$ cat src/rtl/cwd_pkg.sv
`timescale 1ns / 1ps
`default_nettype none

package cwd_pkg;

  localparam int CWD_MAX_WORDS = 16;
  localparam int CWD_CFG_W     = 5;
  localparam int CWD_BYTE_W    = 8;
  localparam int CWD_WORD_W    = 16;
  localparam int CWD_IDX_W     = 4;

  localparam logic [7:0] CWD_CRC_POLY = 8'h31;
  localparam logic [7:0] CWD_CRC_INIT = 8'hFF;
  localparam logic [CWD_CFG_W-1:0] CWD_WPR_RESET = CWD_CFG_W'(1);

  typedef enum logic [1:0] {
    PH_HIGH = 2'd0,
    PH_LOW  = 2'd1,
    PH_CRC  = 2'd2
  } cwd_phase_t;

  typedef struct packed {
    logic [CWD_BYTE_W-1:0] rx_byte;
    logic                  start_req;
  } cwd_item_t;

  // One byte through the CRC-8 shift network, MSB first.
  function automatic logic [7:0] crc8_byte(input logic [7:0] crc_in,
                                           input logic [7:0] data);
    logic [7:0] c;
    c = crc_in ^ data;
    for (int i = 0; i < 8; i++) begin
      if (c[7]) begin
        c = {c[6:0], 1'b0} ^ CWD_CRC_POLY;
      end else begin
        c = {c[6:0], 1'b0};
      end
    end
    return c;
  endfunction

endpackage

`default_nettype wire

$ cat src/rtl/crc_checked_word_deframer_top.sv
`timescale 1ns / 1ps
`default_nettype none

// Splits a received read transfer into big-endian 16-bit words, each followed by
// a CRC-8 byte (polynomial 0x31, init 0xFF), and returns one transaction per word
// with its index, the computed CRC and a mismatch flag. A byte with in_tuser set
// starts a transfer; the word marked tlast is the final one of words_per_read or
// the first mismatch, and later bytes are dropped until the next start byte. One
// byte is taken every cycle: an input register feeds a single pass of framing and
// CRC logic into the output register, and the input stalls only while a result
// waits in that output register and out_tready is low. A result is registered in
// the output register when its CRC byte is taken from the input register.

module crc_checked_word_deframer_top
  import cwd_pkg::*;
#(
  parameter int MAX_WORDS = CWD_MAX_WORDS
) (
  input  wire logic                 clk,
  input  wire logic                 rst_n,
  input  wire logic                 cfg_valid,
  output logic                      cfg_ready,
  input  wire logic [CWD_CFG_W-1:0] cfg_data,   // words_per_read
  input  wire logic                 in_tvalid,
  output logic                      in_tready,
  input  wire logic [7:0]           in_tdata,   // [7:0] rx_byte
  input  wire logic                 in_tuser,   // start_req
  output logic                      out_tvalid,
  input  wire logic                 out_tready,
  output logic [31:0]               out_tdata,  // [15:0] word_value, [19:16] word_index,
                                                // [27:20] calc_crc, [31:28] zero
  output logic                      out_tuser,  // crc_error
  output logic                      out_tlast
);

  logic [CWD_CFG_W-1:0]  wpr_r;
  cwd_item_t             in_item;
  cwd_item_t             s1_item;
  logic                  s1_valid;
  logic                  s1_take;
  logic [CWD_WORD_W-1:0] word_value;
  logic [CWD_IDX_W-1:0]  word_index;
  logic [7:0]            calc_crc;

  assign cfg_ready = 1'b1;

  always_ff @(posedge clk) begin
    if (!rst_n) begin
      wpr_r <= CWD_WPR_RESET;
    end else if (cfg_valid && cfg_ready) begin
      wpr_r <= cfg_data;
    end
  end

  assign in_item.rx_byte   = in_tdata;
  assign in_item.start_req = in_tuser;

  cwd_in_reg u_in_reg (
    .clk      (clk),
    .rst_n    (rst_n),
    .in_valid (in_tvalid),
    .in_ready (in_tready),
    .in_item  (in_item),
    .s1_valid (s1_valid),
    .s1_item  (s1_item),
    .s1_take  (s1_take)
  );

  cwd_deframe #(
    .MAX_WORDS (MAX_WORDS)
  ) u_deframe (
    .clk            (clk),
    .rst_n          (rst_n),
    .words_per_read (wpr_r),
    .s1_valid       (s1_valid),
    .s1_item        (s1_item),
    .s1_take        (s1_take),
    .out_valid      (out_tvalid),
    .out_ready      (out_tready),
    .word_value     (word_value),
    .word_index     (word_index),
    .crc_error      (out_tuser),
    .calc_crc       (calc_crc),
    .last           (out_tlast)
  );

  assign out_tdata = {4'b0000, calc_crc, word_index, word_value};

endmodule

`default_nettype wire

$ cat src/rtl/cwd_in_reg.sv
`timescale 1ns / 1ps
`default_nettype none

module cwd_in_reg
  import cwd_pkg::*;
(
  input  wire logic      clk,
  input  wire logic      rst_n,
  input  wire logic      in_valid,
  output logic           in_ready,
  input  wire cwd_item_t in_item,
  output logic           s1_valid,
  output cwd_item_t      s1_item,
  input  wire logic      s1_take
);

  logic      valid_r;
  logic      valid_nxt;
  cwd_item_t item_r;

  assign in_ready  = !valid_r || s1_take;
  assign valid_nxt = (in_valid && in_ready) ? 1'b1 : (s1_take ? 1'b0 : valid_r);
  assign s1_valid  = valid_r;
  assign s1_item   = item_r;

  always_ff @(posedge clk) begin
    if (!rst_n) begin
      valid_r <= 1'b0;
    end else begin
      valid_r <= valid_nxt;
    end
  end

  always_ff @(posedge clk) begin
    if (in_valid && in_ready) begin
      item_r <= in_item;
    end
  end

endmodule

`default_nettype wire

$ cat src/rtl/cwd_deframe.sv
`timescale 1ns / 1ps
`default_nettype none

module cwd_deframe
  import cwd_pkg::*;
#(
  parameter int MAX_WORDS = CWD_MAX_WORDS
) (
  input  wire logic                  clk,
  input  wire logic                  rst_n,
  input  wire logic [CWD_CFG_W-1:0]  words_per_read,
  input  wire logic                  s1_valid,
  input  wire cwd_item_t             s1_item,
  output logic                       s1_take,
  output logic                       out_valid,
  input  wire logic                  out_ready,
  output logic [CWD_WORD_W-1:0]      word_value,
  output logic [CWD_IDX_W-1:0]       word_index,
  output logic                       crc_error,
  output logic [7:0]                 calc_crc,
  output logic                       last
);

  localparam int CNT_W = (MAX_WORDS > 1) ? $clog2(MAX_WORDS) : 1;
  localparam int CMP_W = 8;

  cwd_phase_t                phase_r, phase_nxt;
  logic [CNT_W-1:0]          cnt_r, cnt_nxt;
  logic                      aborted_r, aborted_nxt;
  logic [7:0]                crc_r, crc_nxt;
  logic [CWD_WORD_W-1:0]     word_r, word_nxt;

  logic                      out_valid_r;
  logic [CWD_WORD_W-1:0]     out_word_r;
  logic [CWD_IDX_W-1:0]      out_idx_r;
  logic                      out_err_r;
  logic [7:0]                out_crc_r;
  logic                      out_last_r;

  cwd_phase_t                phase_eff;
  logic [CNT_W-1:0]          cnt_eff;
  logic                      aborted_eff;
  logic                      emit;
  logic                      err;
  logic                      is_last;
  logic [CMP_W-1:0]          eff_count;
  logic [CMP_W-1:0]          cnt_plus1;
  logic [CNT_W+CWD_IDX_W-1:0] cnt_ext;

  assign s1_take = s1_valid && (!out_valid_r || out_ready);

  always_comb begin
    eff_count = CMP_W'(words_per_read);
    if (eff_count == '0) begin
      eff_count = CMP_W'(1);
    end
    if (eff_count > CMP_W'(MAX_WORDS)) begin
      eff_count = CMP_W'(MAX_WORDS);
    end
  end

  always_comb begin
    phase_eff   = s1_item.start_req ? PH_HIGH : phase_r;
    cnt_eff     = s1_item.start_req ? '0 : cnt_r;
    aborted_eff = s1_item.start_req ? 1'b0 : aborted_r;
    cnt_plus1   = CMP_W'(cnt_eff) + CMP_W'(1);
    cnt_ext     = {{CWD_IDX_W{1'b0}}, cnt_eff};
    err         = (crc_r != s1_item.rx_byte);
    is_last     = err || (cnt_plus1 >= eff_count);

    phase_nxt   = phase_eff;
    cnt_nxt     = cnt_eff;
    aborted_nxt = aborted_eff;
    crc_nxt     = crc_r;
    word_nxt    = word_r;
    emit        = 1'b0;

    if (!aborted_eff) begin
      case (phase_eff)
        PH_LOW: begin
          word_nxt  = {word_r[CWD_WORD_W-1:CWD_BYTE_W], s1_item.rx_byte};
          crc_nxt   = crc8_byte(crc_r, s1_item.rx_byte);
          phase_nxt = PH_CRC;
        end
        PH_CRC: begin
          emit      = 1'b1;
          phase_nxt = PH_HIGH;
          if (is_last) begin
            aborted_nxt = 1'b1;
          end else begin
            cnt_nxt = cnt_eff + CNT_W'(1);
          end
        end
        default: begin
          word_nxt  = {s1_item.rx_byte, word_r[CWD_BYTE_W-1:0]};
          crc_nxt   = crc8_byte(CWD_CRC_INIT, s1_item.rx_byte);
          phase_nxt = PH_LOW;
        end
      endcase
    end
  end

  always_ff @(posedge clk) begin
    if (!rst_n) begin
      phase_r     <= PH_HIGH;
      cnt_r       <= '0;
      aborted_r   <= 1'b1;
      out_valid_r <= 1'b0;
    end else begin
      if (s1_take) begin
        phase_r   <= phase_nxt;
        cnt_r     <= cnt_nxt;
        aborted_r <= aborted_nxt;
      end
      if (s1_take && emit) begin
        out_valid_r <= 1'b1;
      end else if (out_ready) begin
        out_valid_r <= 1'b0;
      end
    end
  end

  always_ff @(posedge clk) begin
    if (s1_take) begin
      crc_r  <= crc_nxt;
      word_r <= word_nxt;
    end
    if (s1_take && emit) begin
      out_word_r <= word_r;
      out_idx_r  <= cnt_ext[CWD_IDX_W-1:0];
      out_err_r  <= err;
      out_crc_r  <= crc_r;
      out_last_r <= is_last;
    end
  end

  assign out_valid    = out_valid_r;
  assign word_value   = out_word_r;
  assign word_index   = out_idx_r;
  assign crc_error    = out_err_r;
  assign calc_crc     = out_crc_r;
  assign last         = out_last_r;

`ifndef SYNTHESIS
  a_cnt_range: assert property (@(posedge clk) disable iff (!rst_n)
    CMP_W'(cnt_r) < CMP_W'(MAX_WORDS))
    else $error("word counter beyond the maximum word count");

  a_err_is_last: assert property (@(posedge clk) disable iff (!rst_n)
    out_valid_r && out_err_r |-> out_last_r)
    else $error("CRC mismatch result not marked last");

  a_last_aborts: assert property (@(posedge clk) disable iff (!rst_n)
    s1_take && emit && is_last |=> aborted_r)
    else $error("block not idle after the final word");

  a_idle_holds: assert property (@(posedge clk) disable iff (!rst_n)
    s1_take && !s1_item.start_req && aborted_r |=> $stable(cnt_r) && aborted_r)
    else $error("state changed on a byte while idle");
`endif

endmodule

`default_nettype wire

$ cat config.mk
export PLATFORM = sky130hd
export DESIGN_NAME = crc_checked_word_deframer_top
export DESIGN_NICKNAME = d
export VERILOG_FILES = /design/src/rtl/cwd_pkg.sv /design/src/rtl/crc_checked_word_deframer_top.sv /design/src/rtl/cwd_in_reg.sv /design/src/rtl/cwd_deframe.sv
export SDC_FILE = /design/constraint.sdc
export NUM_CORES = 1
export LEC_CHECK = 0
export BUFFER_PORTS_ARGS = -buffer_cell sky130_fd_sc_hd__buf_2
export CAP_MARGIN = 20
export CORE_MARGIN = 3
export CORE_UTILIZATION = 50
export CTS_CLUSTER_SIZE = 14
export DETAILED_ROUTE_END_ITERATION = 16
export MAX_ROUTING_LAYER = met4
export PLACE_DENSITY = 0.84
export SLEW_MARGIN = 5
export SYNTH_ARGS = -nofsm -noshare
export SYNTH_HDL_FRONTEND = slang
export SYNTH_HIERARCHICAL = 1
export SYNTH_SLANG_ARGS = --single-unit
$ cat constraint.sdc
create_clock -name clk -period 2.7 [get_ports clk]
set_clock_uncertainty 0.15 [all_clocks]
set_input_delay 0.405 -clock clk [delete_from_list [all_inputs] [get_ports clk]]
set_output_delay 0.405 -clock clk [all_outputs]
set_load 0.1 [all_outputs]
== Word-level counts from Yosys, hierarchy flattened ==
Cells that the tools add are included.

* Bits in registers: 77
* Bits of input ports: 19
* Logic and storage cells: 124

* $add $sub $neg: 2
* Magnitude comparators: 2
* Equal/unequal tests: 3
* Mux-type cells: 65
* Bitwise operators: 21
* Reductions and logical operators: 15

{| class="wikitable"
|+ Operators by type and width
! operator !! count
|-
| $mux 8 || 28
|-
| $mux 6 || 16
|-
| $not 3->3 || 16
|-
| $pmux 16 s2 || 1
|-
| $mux 4 || 4
|-
| $pmux 8 s2 || 1
|-
| $mux 1 || 10
|-
| $mux 5 || 2
|-
| $ge 8x5->1 || 1
|-
| $ne 8x8->1 || 1
|-
| $not 8->8 || 1
|-
| $reduce_and 4->1 || 2
|-
| $xor 8x8->8 || 1
|-
| $add 4x1->5 const B || 1
|-
| $gt 5x5->1 const B || 1
|-
| $logic_not 5->1 || 1
|-
| $add 4x1->4 const B || 1
|-
| $mux 2 || 2
|-
| $pmux 2 s2 || 1
|-
| $reduce_bool 2->1 || 2
|-
| $logic_and 1x1->1 || 3
|-
| $logic_or 1x1->1 || 3
|-
| $not 1->1 || 3
|-
| $reduce_and 3->1 || 1
|-
| 4 further kinds || 5
|}

== Depth between registers and ports, before layout ==
* Depth after elaboration: 32
* Gate-level depth with buffers: 10
* Mapped depth without buffers: 9

== Hierarchy ==
The synthesis kept the hierarchy.

{| class="wikitable"
|+ Modules (own cells, without submodules)
! module !! times used !! cells each !! area an instance (sq um) !! sequential area each (sq um)
|-
| cwd_deframe || 1 || 227 || 2,894.0 || 1,781.7
|-
| cwd_in_reg || 1 || 14 || 327.8 || 290.3
|-
| crc_checked_word_deframer_top || 1 || 23 || 235.2 || 100.1
|}

== Worst setup path after synthesis ==
Ideal clock, no wire load.

* Path type: register to register
* Start point: register u_deframe.out_valid_r, in the netlist u_deframe/out_valid
* End point: register u_deframe.word_r[0] (enable)
* Data arrival time: 2.124 ns
* Required time: 2.218 ns
* Setup slack: 0.094 ns
* Cell stages (with the launch flop): 7
* Cell sequence: dfxtp_1 nand2b_1 and2_1 clkbuf_1 nand2_1 nor2_1 and2_1

* Word-level cells in the longest chain between the ends: 4

{| class="wikitable"
|+ RTL lines
! element !! line !! RTL
|-
| start, declared || cwd_deframe.sv:33 || <nowiki>logic out_valid_r;</nowiki>
|-
| start signal, assigned || cwd_deframe.sv:108 || <nowiki>out_valid_r <= 1'b0;</nowiki>
|-
| start signal, assigned || cwd_deframe.sv:116 || <nowiki>out_valid_r <= 1'b1;</nowiki>
|-
| start signal, assigned || cwd_deframe.sv:118 || <nowiki>out_valid_r <= 1'b0;</nowiki>
|-
| $logic_not 1->1 || cwd_deframe.sv:50 || <nowiki>assign s1_take = s1_valid && (!out_valid_r || out_ready);</nowiki>
|-
| $logic_or 1x1->1 || cwd_deframe.sv:50 ||
|-
| $logic_and 1x1->1 || cwd_deframe.sv:50 ||
|-
| net s1_take || crc_checked_word_deframer_top.sv:40 || <nowiki>logic s1_take;</nowiki>
|-
| $reduce_and 4->1 (no source line) || n/a ||
|-
| end signal, assigned || cwd_deframe.sv:126 || <nowiki>word_r <= word_nxt;</nowiki>
|-
| end, declared || cwd_deframe.sv:31 || <nowiki>logic [CWD_WORD_W-1:0] word_r, word_nxt;</nowiki>
|}

The timed path passes the listed nets, and every way through them passes these cells.
A chain may end at the register's enable or synchronous reset.

== Worst setup path in the final report ==
* Start point: register u_in_reg.item_r, in the netlist u_in_reg/s1_item[0]
* End point: register u_deframe.cnt_r[1]

* Word-level cells in the longest chain between the ends: 7
* Elaborated cells between the ends (all ways): 11
* Classes of those cells: 2 x add/sub; 1 x order compare; 1 x eq/ne; 6 x mux; 1 x reduce/logical

{| class="wikitable"
|+ RTL lines
! element !! line !! RTL
|-
| start, declared || cwd_in_reg.sv:19 || <nowiki>cwd_item_t item_r;</nowiki>
|-
| start signal, assigned || cwd_in_reg.sv:36 || <nowiki>item_r <= in_item;</nowiki>
|-
| $mux 4 * || cwd_deframe.sv:64 || <nowiki>cnt_eff = s1_item.start_req ? '0 : cnt_r;</nowiki>
|-
| net u_deframe.cnt_eff[0] || cwd_deframe.sv:41 || <nowiki>logic [CNT_W-1:0] cnt_eff;</nowiki>
|-
| $add 4x1->5 || cwd_deframe.sv:66 || <nowiki>cnt_plus1 = CMP_W'(cnt_eff) + CMP_W'(1);</nowiki>
|-
| $ge 8x5->1 || cwd_deframe.sv:69 || <nowiki>is_last = err || (cnt_plus1 >= eff_count);</nowiki>
|-
| $logic_or 1x1->1 || cwd_deframe.sv:69 ||
|-
| $mux 4 * || cwd_deframe.sv:88 || <nowiki>if (is_last) begin</nowiki>
|-
| $mux 4 * || cwd_deframe.sv:79 || <nowiki>case (phase_eff)</nowiki>
|-
| $mux 4 * || cwd_deframe.sv:78 || <nowiki>if (!aborted_eff) begin</nowiki>
|-
| end signal, assigned || cwd_deframe.sv:112 || <nowiki>cnt_r <= cnt_nxt;</nowiki>
|-
| end, declared || cwd_deframe.sv:28 || <nowiki>logic [CNT_W-1:0] cnt_r, cnt_nxt;</nowiki>
|}

Mark *: on every way through the listed nets, which the timed path passes. The rest lies on a longest branch.

==> run summary <==
ys flop type -> edfxtp_1
Design Area, Final -> 0.00398 mm²
Starting Density -> 52.9%
Core ar. -> 0.00653 mm²
initial antenna violation count -> 0
RSZ-0062 raised after global routing -> false
Ports -> 56
final setup margin -> 0.141 ns
startpoint types -> flip-flop
first-pass iteration count of the detailed router -> 4
FMAX -> 0.391 GHz
clk sinks -> 77
Max Cap Viol -> 0
Ys Warns -> 6
Remaining DRCs -> 0
critical path endpoint category -> flip-flop
Layout area overhead -> 15.1%
Worst slew margin -> 66.5%
die height -> 89.2 µm
Fin. Hold Viols -> 0
GPL Wtd Cong -> 0.844
port bufs -> 50
share of synthesized registers carrying an async set or reset -> 0%
CP Cell Sequence -> nor2b_1 -> ha_1 -> xor2_1 -> ha_1 -> o21ai_0 -> o21ai_1 -> a2111oi_4 -> and4_1 -> o21a_1
setup TNS -> 0 ns
synthesized flop and latch total -> 77
Area after DPL -> 0.00378 mm²
switch share -> 26.3%
clock share of power -> 32.3%
Min-Delay Path Class -> in -> reg
Buf/Inv on CP -> 0
Slew Viols, Final -> 0
final hold slack -> 0.0815 ns
CTS tree -> done
Post-synth EDFFs -> 63
# rows -> 29
Avg WL per Cell -> 14.6 µm
Resize count post-CTS -> 0
worst path required time -> 2.84 ns
number of fill cells -> 509
internal power -> 1.79 mW
Worst Tran Pin Value -> 0.502 ns
leakage power -> 1.49 nW
CTS H-tree depth -> 3
critical path class -> reg -> reg
Post-DRT Antenna Nets -> 0
cell family with most CP delay -> compound AO/OA/AOI/OAI gates
count of cell types in the netlist -> 43
commonest cells after routing, fill and taps aside -> edfxtp_1 (63), buf_2 (50), xnor2_1 (28)
Nets -> 346
register area share after synthesis -> 62.8%
Hold Buf Count CTS -> 0
Placement Setup Slack -> 0.0269 ns
postcts setup bufs -> 0
maximum vdd drop -> 319 µV
number of CTS-inserted buffers -> 9
Vias/cell -> 5.13
grt ovf -> 0
synthesized area per cell -> 13.1 µm²
Max stage delay on crit path -> 0.44 ns
Root Buffer -> clkbuf_8
most common cell after layout, fill and taps aside -> edfxtp_1
n_diodes -> 0
clk slew on worst S/H paths -> 0.08 ns
Switch Pwr -> 0.640 mW
die area -> 0.00795 mm²
Max FO, Critical Path -> 5
period utilization -> 94.8%
synthesized cell area -> 0.00346 mm²
die extent in x -> 89.2 µm
post-detail-place hpwl -> 4190 µm
Post-Synthesis Cells -> 264
Total GRT Usage -> 16.5%
later-pin clock latency in the skew report -> 0.34 ns
Pwr Total -> 2.43 mW
Comb pwr share -> 11.6%
Starting DRT DRC Count -> 156
share of layout cells above drive strength 1 -> 26.2%
Worst EP arrival -> 2.70 ns
Final min period -> 2.56 ns
Vias -> 2059
most used cell, CP -> ha_1
Sequential Power Share -> 56.1%
drt total wl -> 5840 µm
Power per Cell Area -> 612 mW/mm²
first-pass GRT wire length -> 9430 µm
CTS max path bufs -> 2
Final setup viols -> 0
largest net degree at the start of global routing -> 26
Slowest cell on crit path -> edfxtp_1
vias in the first global route -> 1981
status -> completed
[metal layers]
metal / share of wire, % / vias to the layer above / global-route usage, %
met2: 47 / 64 / 25.0
met5: 0 / - / -
li1: - / 1026 / -
met3: 5.7 / 6 / 4.06
met1: 46 / 963 / 21.5
met4: 1.2 / 0 / 6.50
[synthesized netlist by cell type, types with 6 or more instances]
cell	count	share of area, %
inv_1	8	0.87
nor2_1	8	0.87
xnor2_1	28	7.1
a21oi_1	8	1.2
clkbuf_1	6	0.65
nand3_1	6	0.87
and2_1	11	2.0
xor2_1	8	2.0
dfxtp_1	14	8.1
ha_1	8	2.9
o21ai_0	6	0.87
nand2_1	20	2.2
nor2b_1	18	3.3
edfxtp_1	63	55
buf_4	6	1.3
[worst reg2reg max path, cell delays in order (launching register included)]
cell       delay [ns]
edfxtp_1         0.44
nor2b_1          0.19
ha_1             0.29
xor2_1           0.17
ha_1             0.25
o21ai_0          0.09
o21ai_1          0.15
a2111oi_4        0.42
and4_1           0.25
o21a_1           0.11
[per-stage QoR]
stage | cells | util, %
final | 401 | 60.9
after global routing | 401 | 60.9
after CTS | 401 | 60.7
after detailed placement | 385 | 58.0
after global placement | 385 | 58.0
after floorplan | 267 | -
[flip-flops by register name, summed over array words and instances (netlist names)]
register              flops
u_deframe/crc_r           8
u_deframe/phase_r         2
u_in_reg/s1_item          9
u_deframe/calc_crc        8
u_deframe/crc_error       1
u_deframe/cnt_r           4
wpr_r                     5
u_deframe/word_r         16
u_deframe/word_index      4
u_deframe/last            1
u_deframe/word_value     16
u_in_reg/s1_valid         1
u_deframe/aborted_r       1
u_deframe/out_valid       1
[power by group through the flow]
| stage | combinational (mW) | clock [mW] | sequential (mW) |
|---|---|---|---|
| global placement | 0.269 | 0 | 1.39 |
| global route | 0.307 | 0.854 | 1.37 |
| finish | 0.282 | 0.786 | 1.37 |
| CTS | 0.280 | 0.804 | 1.37 |
| detailed placement | 0.278 | 0 | 1.39 |
| floorplan | 0.238 | 0 | 1.38 |
[area by class of cell]
cell class / instances / area [µm²] / share of cell area [%]
Multi-Input combinational cell: 167 / 1190 / 29.9
Inverter: 8 / 30.0 / 0.755
Clock buffer: 9 / 124 / 3.11
Tap cell: 77 / 96.3 / 2.42
Timing Repair Buffer: 56 / 308 / 7.74
Sequential cell: 77 / 2170 / 54.6
Clock inverter: 7 / 57.6 / 1.45
[path summary, 6_finish.rpt]
| path | depth (start not counted) | from | end | slack, ns |
|---|---|---|---|---|
| setup reg to reg | 9 | u_in_reg/s1_item[0]$_DFFE_PP_ | u_deframe/cnt_r[1]$_SDFFE_PN0P_ | 0.14 |
| hold reg to reg | 0 | u_deframe/word_r[0]$_DFFE_PP_ | u_deframe/word_value[0]$_DFFE_PP_ | 0.27 |
| hold / removal | 1 | in_tdata[5] | u_in_reg/s1_item[6]$_DFFE_PP_ | 0.08 |
| setup / recovery | 9 | u_in_reg/s1_item[0]$_DFFE_PP_ | u_deframe/cnt_r[1]$_SDFFE_PN0P_ | 0.14 |
[cell families after synthesis]
logic type      Yosys count  share of synthesized area (%)
buf+inv                  23                           3.40
fa+ha+maj                 8                           2.90
simple gates             84                           13.5
flops                    77                           62.8
mux                       5                           1.45
compound gates           27                           5.39
xor+xnor                 38                           10.3
other cells               2                          0.217
(Power assumes the default switching activity.)
